==> src/rtl/cmt_pkg.sv <==
// Shared types and constants for the character-set mapping table.
// Used by the controller, the datapath and the top level; no dependencies.

package cmt_pkg;

   // Sizes of the flat narrow table and the block pointer table.
   localparam int NARROW_DEPTH = 256;
   localparam int NARROW_W     = 8;
   localparam int WIDE_W       = 16;
   localparam int ENTRY_W      = NARROW_W + 1;
   localparam int BLOCKS_DEFAULT = 16;

   // A wide code of all ones means "no mapping".
   localparam logic [WIDE_W-1:0] NONE16 = 16'hFFFF;

   // Opcodes of an input item.
   localparam logic [1:0] OP_ADD_PAIR = 2'd0;
   localparam logic [1:0] OP_N2W      = 2'd1;
   localparam logic [1:0] OP_W2N      = 2'd2;

   // Result status codes.
   localparam logic [1:0] STAT_OK       = 2'd0;
   localparam logic [1:0] STAT_DEFAULT  = 2'd1;
   localparam logic [1:0] STAT_UNMAPPED = 2'd2;
   localparam logic [1:0] STAT_NO_BLOCK = 2'd3;

   // Configuration register indexes.
   localparam int CSR_IDX_W = 2;
   localparam logic [CSR_IDX_W-1:0] CSR_WIDE_DEFAULT      = 2'd0;
   localparam logic [CSR_IDX_W-1:0] CSR_WIDE_DEFAULT_ON   = 2'd1;
   localparam logic [CSR_IDX_W-1:0] CSR_NARROW_DEFAULT    = 2'd2;
   localparam logic [CSR_IDX_W-1:0] CSR_NARROW_DEFAULT_ON = 2'd3;

   // Input item.
   typedef struct packed {
      logic [1:0]          opcode;
      logic [NARROW_W-1:0] narrow_code;
      logic [WIDE_W-1:0]   wide_code;
   } req_type;

   // Result item.
   typedef struct packed {
      logic [WIDE_W-1:0] mapped_code;
      logic [1:0]        status;
   } rsp_type;

   // Controller states.
   typedef enum logic [2:0] {
      ST_CLEAR,
      ST_IDLE,
      ST_LOOK1,
      ST_LOOK2,
      ST_DONE
   } state_type;

   // Commands from the controller to the datapath.
   typedef struct packed {
      logic clear_en;
      logic take;
      logic look1;
      logic look2;
      logic load_out;
   } ctl_cmd_type;

   // Status from the datapath to the controller.
   typedef struct packed {
      logic clear_last;
      logic need_look2;
      logic out_free;
   } ctl_stat_type;

endpackage

==> src/rtl/cmt_ctrl.sv <==
// Sequencing state machine of the character-set mapping table.
// Depends on cmt_pkg for the state type and the command and status structs.

module cmt_ctrl (
   input  logic                  clock,
   input  logic                  reset,
   input  logic                  req_valid,
   output logic                  req_ready,
   input  cmt_pkg::ctl_stat_type stat,
   output cmt_pkg::ctl_cmd_type  cmd
);
   import cmt_pkg::*;

   state_type state_ff;
   state_type state_in;

   // State register.
   always_ff @(posedge clock) begin
      if (reset) begin
         state_ff <= ST_CLEAR;
      end else begin
         state_ff <= state_in;
      end
   end

   // Next state.
   always_comb begin
      state_in = state_ff;
      case (state_ff)
         ST_CLEAR: begin
            if (stat.clear_last) begin
               state_in = ST_IDLE;
            end
         end
         ST_IDLE: begin
            if (req_valid) begin
               state_in = ST_LOOK1;
            end
         end
         ST_LOOK1: begin
            state_in = stat.need_look2 ? ST_LOOK2 : ST_DONE;
         end
         ST_LOOK2: begin
            state_in = ST_DONE;
         end
         ST_DONE: begin
            if (stat.out_free) begin
               state_in = ST_IDLE;
            end
         end
         default: begin
            state_in = ST_CLEAR;
         end
      endcase
   end

   // Outputs.
   always_comb begin
      cmd       = '0;
      req_ready = 1'b0;
      case (state_ff)
         ST_CLEAR: begin
            cmd.clear_en = 1'b1;
         end
         ST_IDLE: begin
            req_ready = 1'b1;
            cmd.take  = req_valid;
         end
         ST_LOOK1: begin
            cmd.look1 = 1'b1;
         end
         ST_LOOK2: begin
            cmd.look2 = 1'b1;
         end
         ST_DONE: begin
            cmd.load_out = stat.out_free;
         end
         default: begin
            cmd = '0;
         end
      endcase
   end

endmodule

==> config.mk <==
export PLATFORM = sky130hd
export DESIGN_NAME = cmt_ctrl
export DESIGN_NICKNAME = d
export VERILOG_FILES = /design/src/rtl/cmt_pkg.sv /design/src/rtl/cmt_ctrl.sv
export SDC_FILE = /design/constraint.sdc
export NUM_CORES = 1
export LEC_CHECK = 0
export BUFFER_PORTS_ARGS = -buffer_cell sky130_fd_sc_hd__buf_2
export CELL_PAD_IN_SITES_DETAIL_PLACEMENT = 1
export CELL_PAD_IN_SITES_GLOBAL_PLACEMENT = 1
export CORE_AREA = 2 2 39 41
export CTS_BUF_LIST = sky130_fd_sc_hd__clkbuf_8
export CTS_CLUSTER_DIAMETER = 50
export DETAILED_ROUTE_END_ITERATION = 12
export DIE_AREA = 0 0 41 43
export PLACE_DENSITY_LB_ADDON = 0.1
export SETUP_SLACK_MARGIN = 0.4
export SLEW_MARGIN = 20
export SYNTH_ARGS = -nofsm -noshare
export SYNTH_HDL_FRONTEND = slang
export SYNTH_SLANG_ARGS = --single-unit
==> constraint.sdc <==
create_clock -name clock -period 3.01 [get_ports clock]
set_clock_uncertainty 0.15 [all_clocks]
set_input_delay 0.4515 -clock clock [delete_from_list [all_inputs] [get_ports clock]]
set_output_delay 0.4515 -clock clock [all_outputs]
set_load 0.01 [all_outputs]
==> results.sh <==
export IMPL_cts_setup_buffers=0
export IMPL_drive_above_1_share_pct=47.4
export IMPL_yosys_warnings=0
export IMPL_critPathKind="reg2out"
export IMPL_max_cap_violations=0
export IMPL_rsz0062_at_grt="false"
export IMPL_num_io_pins=12
export IMPL_routed_via_count=219
export IMPL_critPathRequiredTime_ps=2410
export IMPL_firstDrtPassIters=2
export IMPL_cts_made_buffers=3
export IMPL_fmax_mhz=567
export IMPL_drc=0
export IMPL_grt_pass1_vias=224
export IMPL_syn_area_per_cell_um2=8.76
export IMPL_antenna_cells=0
export IMPL_h_tree_depth=1
export IMPL_most_common_layout_cells="buf_2 (11), and2b_1 (3), clkbuf_8 (3), dfxtp_1 (3)"
export IMPL_die_h_um=43
export IMPL_endpoint_kind="primary output"
export IMPL_hold_viol_final=0
export IMPL_area_growth_pct=51.8
export IMPL_clk_pin_slew_worst_paths_ps=30
export IMPL_p_per_area_nw_per_um2=577
export IMPL_fin_ws_ps=1250
export IMPL_regMostFlops="state_ff"
export IMPL_dp_slack_ps=1460
export IMPL_dieWidth_um=41
export IMPL_dpl_cell_area_um2=274
export IMPL_dp_hpwl_um=424
export IMPL_outcome="finished, final reports clean"
export IMPL_ys_seq_area_share_pct=28.6
export IMPL_synth_cells=24
export IMPL_synth_fp_nets=30
export IMPL_routed_wl_um=571
export IMPL_routedWlPerCell_um=10.6
export IMPL_worstSetupStartpointType="flop"
export IMPL_critPathMaxFanout=7
export IMPL_finalSetupViolCount=0
export IMPL_cts_tree="built"
export IMPL_layout_commonest_cell="buf_2"
export IMPL_synth_area_um2=210
export IMPL_final_antenna_net_count=0
export IMPL_p_leak_uw=0.000152
export IMPL_hold_path_class="in2reg"
export IMPL_tightestPinTransition_ps=290
export IMPL_fin_util_pct=23.1
export IMPL_coreArea_um2=1380
export IMPL_ys_ff_latch=3
export IMPL_final_nets=45
export IMPL_drv_slew=0
export IMPL_overflow=0
export IMPL_maxSlewHeadroom_pct=80.6
export IMPL_cts_hold_buf=0
export IMPL_synth_distinct_cells=18
export IMPL_layout_min_cycle_time_ps=1760
export IMPL_place_port_buffers=11
export IMPL_clk_latency_ps=210
export IMPL_vias_per_cell=4.06
export IMPL_antenna_found_initial=0
export IMPL_reg_largest_list="state_ff (3)"
export IMPL_dieArea_um2=1760
export IMPL_largest_register_ffs=3
export IMPL_floorplan_initialDensity_pct=15.2
export IMPL_final_cell_area_um2=319
export IMPL_clock_sinks=3
export IMPL_cts_resized=0
export IMPL_peakVddDrop_mv=0.194
export IMPL_gp_congestion=0.614
export IMPL_row_count=14
export IMPL_grt_pass1_wl_um=910
export IMPL_first_iter_violations=1
export IMPL_grt_usage_pct=7.92
export IMPL_grt_max_degree=12
export IMPL_fin_setup_tns_ps=0
export IMPL_finalCritPeriodShare_pct=58.6
export IMPL_cts_path_max_buffers=2
export IMPL_arrival_ps=1160
export IMPL_clockRootBuffer="clkbuf_8"
[logic make-up after synthesis]
logic type	share of synthesized area (%)
simple gates	51.2
flops	28.6
compound gates	14.9
buf+inv	5.36
[synth_stat cells]
cell | instances | area (µm²)
a211oi_1 | 1 | 7.51
a21oi_1 | 2 | 10.0
a21oi_2 | 1 | 8.76
and2_1 | 1 | 6.26
and2_2 | 1 | 7.51
and2b_1 | 3 | 22.5
and3_1 | 1 | 6.26
and4bb_2 | 1 | 12.5
buf_6 | 1 | 11.3
dfxtp_1 | 3 | 60.1
nand2_1 | 1 | 3.75
nand2b_1 | 1 | 6.26
nand3b_1 | 1 | 7.51
nor2_1 | 1 | 3.75
nor2b_1 | 2 | 12.5
nor3_1 | 1 | 5.00
o21ai_0 | 1 | 5.00
or4b_4 | 1 | 13.8
[stage by stage]
stage          hold WS [ps]  power, µW  instances
2_1_floorplan           316       64.6         24
3_5_place_dp            397       73.9         50
6_report                283        184         54
3_3_place_gp            386       73.6         50
5_1_grt                 292        195         54
4_1_cts                 286        188         54
[path summary, 6_finish.rpt]
kind,start,to,slack [ps],cells past startpoint
max,state_ff[1]$_SDFFE_PP0P_,cmd[1],1250,3
min,reset,state_ff[2]$_SDFFE_PP0P_,280,2
max reg2reg,state_ff[2]$_SDFFE_PP0P_,state_ff[2]$_SDFFE_PP0P_,1730,2
min reg2reg,state_ff[1]$_SDFFE_PP0P_,state_ff[1]$_SDFFE_PP0P_,400,2
[layout make-up]
type,count,area [µm²]
clock inverter,1,3.75
sequential,3,60.1
timing repair buffer,11,55.1
clock buffer,3,41.3
fill,175,1060
tap,16,20.0
multi-input combinational,20,139
[report_power, final]
group	internal, µW	total, µW	leakage, µW	switching, µW
Sequential	42.5	47.5	0.0000245	4.99
Clock	86.6	111	0.0000269	24.8
Combinational	14.0	25.2	0.000101	11.1
[layer usage]
layer / GRT usage [%] / vias up / share of wire, % / wire (µm)
li1: - / 111 / - / -
met1: 9.58 / 100 / 46 / 263
met2: 11.6 / 8 / 45 / 259
met3: 3.14 / 0 / 8.4 / 48
met4: 4.00 / 0 / 0 / 0
met5: 0 / - / 0 / 0
[critical path, cell delays in order, from the launching register on]
cell	delay (ps)
dfxtp_1	430
nor2b_1	260
and2_1	150
buf_2	120
Note: power is estimated with default switching activity, not from simulation.
